**src/rtl/core/kavt_ram.sv**
```systemverilog
// Generic single-write, single-read synchronous RAM with registered read data.
module kavt_ram #(
	parameter int WIDTH = 64,
	parameter int DEPTH = 64
) (
	input  logic                     clk,
	input  logic                     we,
	input  logic [$clog2(DEPTH)-1:0] waddr,
	input  logic [WIDTH-1:0]         wdata,
	input  logic [$clog2(DEPTH)-1:0] raddr,
	output logic [WIDTH-1:0]         rdata
);

	logic [WIDTH-1:0] mem_q [DEPTH];

	always_ff @(posedge clk) begin
		if (we) mem_q[waddr] <= wdata;
		rdata <= mem_q[raddr];
	end

endmodule

```
**config.mk**
```make
export PLATFORM = sky130hd
export DESIGN_NAME = kavt_ram
export DESIGN_NICKNAME = d
export VERILOG_FILES = /design/src/rtl/core/kavt_ram.sv
export SDC_FILE = /design/constraint.sdc
export NUM_CORES = 2
export LEC_CHECK = 0
export ABC_AREA = 1
export BUFFER_PORTS_ARGS = -buffer_cell sky130_fd_sc_hd__buf_4
export CAP_MARGIN = 20
export CORE_UTILIZATION = 40
export DETAILED_ROUTE_END_ITERATION = 10
export HOLD_SLACK_MARGIN = 0.1
export PLACE_DENSITY = 0.54
export SLEW_MARGIN = 0
export SYNTH_ARGS = -nofsm -noshare
export SYNTH_HDL_FRONTEND = slang
export SYNTH_SLANG_ARGS = --single-unit
```
**constraint.sdc**
```tcl
create_clock -name clk -period 18.2 [get_ports clk]
set_input_delay 0.91 -clock clk [delete_from_list [all_inputs] [get_ports clk]]
set_output_delay 0.91 -clock clk [all_outputs]
set_load 0.02 [all_outputs]
```
# After elaboration in Yosys (flattened, before gate mapping)
# Memory sizes are Yosys's and may differ from the RTL's. A register that Yosys moved wholly into a read port is not among the register bits.
# Cells that the tools add are included.
# totals
ff_bits,0
ram_bits,4096
input_bits,78
out_inout_bits,64
wordCells,3
mem_count,1
# memory_table
memory,words,word_bits,read_ports,rd_clocked_by_memory_dff,write_ports,line,source
mem_q,64,64,1,1,1,14,logic [WIDTH-1:0] mem_q [DEPTH];
# op_classes
n_mux,2
# op_table
op,n
$mux 1,2

# Longest topological paths before layout
# logic_depth
ltp_word,2
mapped_depth,13
mapped_depth_nobuf,9

# Worst setup path before layout
# Ideal clock, no wire load.
# synth_path
path_type,input to register
startpoint,input we
endpoint,"memory mem_q[48][0], enable pin"
setup_ns,0.646
arrival_time_ns,7.546
required_time_ns,17.554
slack_ns,10.008
stages,3
path_buffers,1
cell_sequence,clkbuf_1 -> nand4_1 -> nor4_1
# synth_between
elab_chain_cells,2
# synth_lines
element,line,source
"start, declared",7,"input logic we,"
$mux 1,17,if (we) mem_q[waddr] <= wdata;
$mux 1 (implied by the code),17,
"end, declared",14,
# No other way between the ends.

==> results.toml <==
[drt]
wl_met2_um = 259000
firstDrtPassIters = 6
routedWlPerCell_um = 28.4
ant_nets = 0
routed.top_layer = "met5"
drt-initial-drc-count = 13000
viasPerCell = 5.65
routed-via-count = 108000
wl_um = 545000
m1WireLength_um = 227000
dr_wl_met3_um = 40700
post-route-drc-count = 0

[clocking]
cts_tree = "built"
post_cts_buffers = 0
clockRootBuffer = "clkbuf_16"
cts.htree.levels = 5
clock_latency_ps = 990
cts_hold_buffers = 0
path_clk_slew_ps = 60
cts.path.max_buffers = 4
clock_sinks = 4160
cts_resized = 0
cts_buffers = 421

[synthesis]
yosys-top-cells-count = "4416 x nand2_1, 4096 x edfxtp_1, 3847 x nand3_1"
yosysWarnings = 0
ys_types = 16
postSynthCellCount = 13400
async_flop_share = 0
synth_edf_count = 4096
synth.net_count = 13500
netlist_top_cells_area = "edfxtp_1 74%, nand3_1 12%, nand2_1 10%, buf_2 1.5%, dfxtp_1 0.78%"
syn_area_um2 = 165000
synth_top_area_cell = "edfxtp_1"
synth_seq_cells = 4160
synth_most_common_cell = "nand2_1"
ys_seq_area_frac = 0.752
synth_top_area_frac = 0.744
syn_avg_cell_area_um2 = 12.3
synthFlopType = "edfxtp_1"

[cells_and_area]
fin_nets = 13400
area_delta_synth_final_pct = 11.6
fillers = 37300
final_area_um2 = 185000
final_core_util = 0.450
drive_gt1_frac = 0.0761

[critical_path]
cpPeakStageDelay_ps = 850
criticalPathCategory = "in2reg"
r2r_slack_ps = 16500
endpoint_kind = "flop"
worstPathRequired_ps = 19120
crit_path_frequent_cell = "buf_4"
r2r_start = "mem_q[24][16]$_DFFE_PP_"
arrival_ps = 6380
slowest_stage = "buf_4"
startpoint = "raddr[0]"
path_cells = "buf_16 > buf_4 > buf_4 > buf_4 > buf_4 > buf_4 > nand2_1 > nand3_1 > nand3_1 > nand3_1 > nand3_1 > nand2_1 > nand2_1 > nand2_1"
path_max_fanout = 104
cp-start-kind = "primary input"

[placement]
dpl.hpwl_um = 267000
pre_cts_slack_ps = 11790
port_buffers = 141
gp_congestion = 0.781
place_area_um2 = 171000

[power_and_ir_drop]
vdd_drop_max_mv = 0.0725
leakagePower_nw = 64.1
powerDensity_nw_per_um2 = 110

[global_route]
grt_max_degree = 208
grt_pass1_wl_um = 768000
grt_overflow = 0
antenna_found_initial = 44
grt_pass1_vias = 100000
grt_use_total = 0.256

[sta]
clock.fmax_mhz = 183
fin_tns_setup_ps = 0
clock_skew_ps = 41.4
fin_hold_ws_ps = 340
rsz0062_at_grt = "no"
setup_viol = 0
tightest_slew_ps = 1330
slew_headroom = 0.114
setup_ws_ps = 12740
hold_viol = 0
fin_crit_sh = 0.300
layout_min_cycle_time_ps = 5460
drv_slew = 0

[flow_run]
maxCapViolCount = 0

[floorplan]
start_util = 0.403
io_pins = 142
coreArea_um2 = 410000
rows = 235
die_area_um2 = 416000
dieHeight_um = 645
die_w_um = 645

[hold_path]
hold_class = "in2reg"
worst_hold_startpoint = "raddr[5]"

[status]
status = "finished clean"
## worst paths after layout
check                                         end  depth (start not counted)
worst max-delay path            rdata[37]$_DFF_P_                         14
worst min-delay path            rdata[32]$_DFF_P_                          3
worst max register to register  rdata[16]$_DFF_P_                          8
worst min register to register  rdata[47]$_DFF_P_                          8
## report_power, final
| part | internal, mW | total, mW | switching [mW] |
|---|---|---|---|
| Sequential | 10.6 | 10.7 | 0.0471 |
| Clock | 4.85 | 8.55 | 3.70 |
| Combinational | 0.279 | 1.16 | 0.885 |
| Total | 15.7 | 20.4 | 4.63 |
## layout by cell type (no fill, tap or decap), drive strengths merged
master	Yosys	layout
nand4	9	9
nand2	4416	4416
nor2	56	56
diode	0	18
clkinvlp	0	5
nand3	3847	3847
clkinv	0	176
bufinv	0	35
buf	750	398
clkbuf	147	551
inv	12	23
edfxtp	4096	4096
nor4	8	8
dfxtp	64	64
## layout make-up
type	count	area, um^2	share of cell area
Clock buffer	551	11300	0.0611
Clock inverter	227	2140	0.0116
Multi-Input combinational cell	8336	36600	0.198
Sequential cell	4160	124000	0.673
Inverter	12	105	0.000570
Antenna cell	18	45.0	0.000244
Timing Repair Buffer	398	3270	0.0177
Tap cell	5451	6820	0.0370
## cells by family after synthesis
logic type | Yosys count | share of synthesized area
AND/OR/NAND/NOR | 8336 | 0.219
flip-flops | 4160 | 0.752
buffers and inverters | 909 | 0.0295
## through the flow
step	total power, mW	cells
global route	20.9	19100
CTS	20.5	19100
detailed placement	12.0	18400
floorplan	11.5	13400
global placement	12.0	18400
finish	20.4	19200
## registers in the layout (all words and copies together), names as in the netlist
register and count:
mem_q 4096, rdata 64
## worst max-delay path, delay by kind of cell
family | cells | cell delay (ps)
AND/OR/NAND/NOR | 8 | 850
buffers and inverters | 6 | 4250
## per-layer routing
metal,GRT usage,up-vias
li1,-,47800
met1,0.356,54800
met2,0.419,4699
met3,0.0349,859
met4,0.0784,14
met5,0,-
Power figures use the tool's default switching activity.
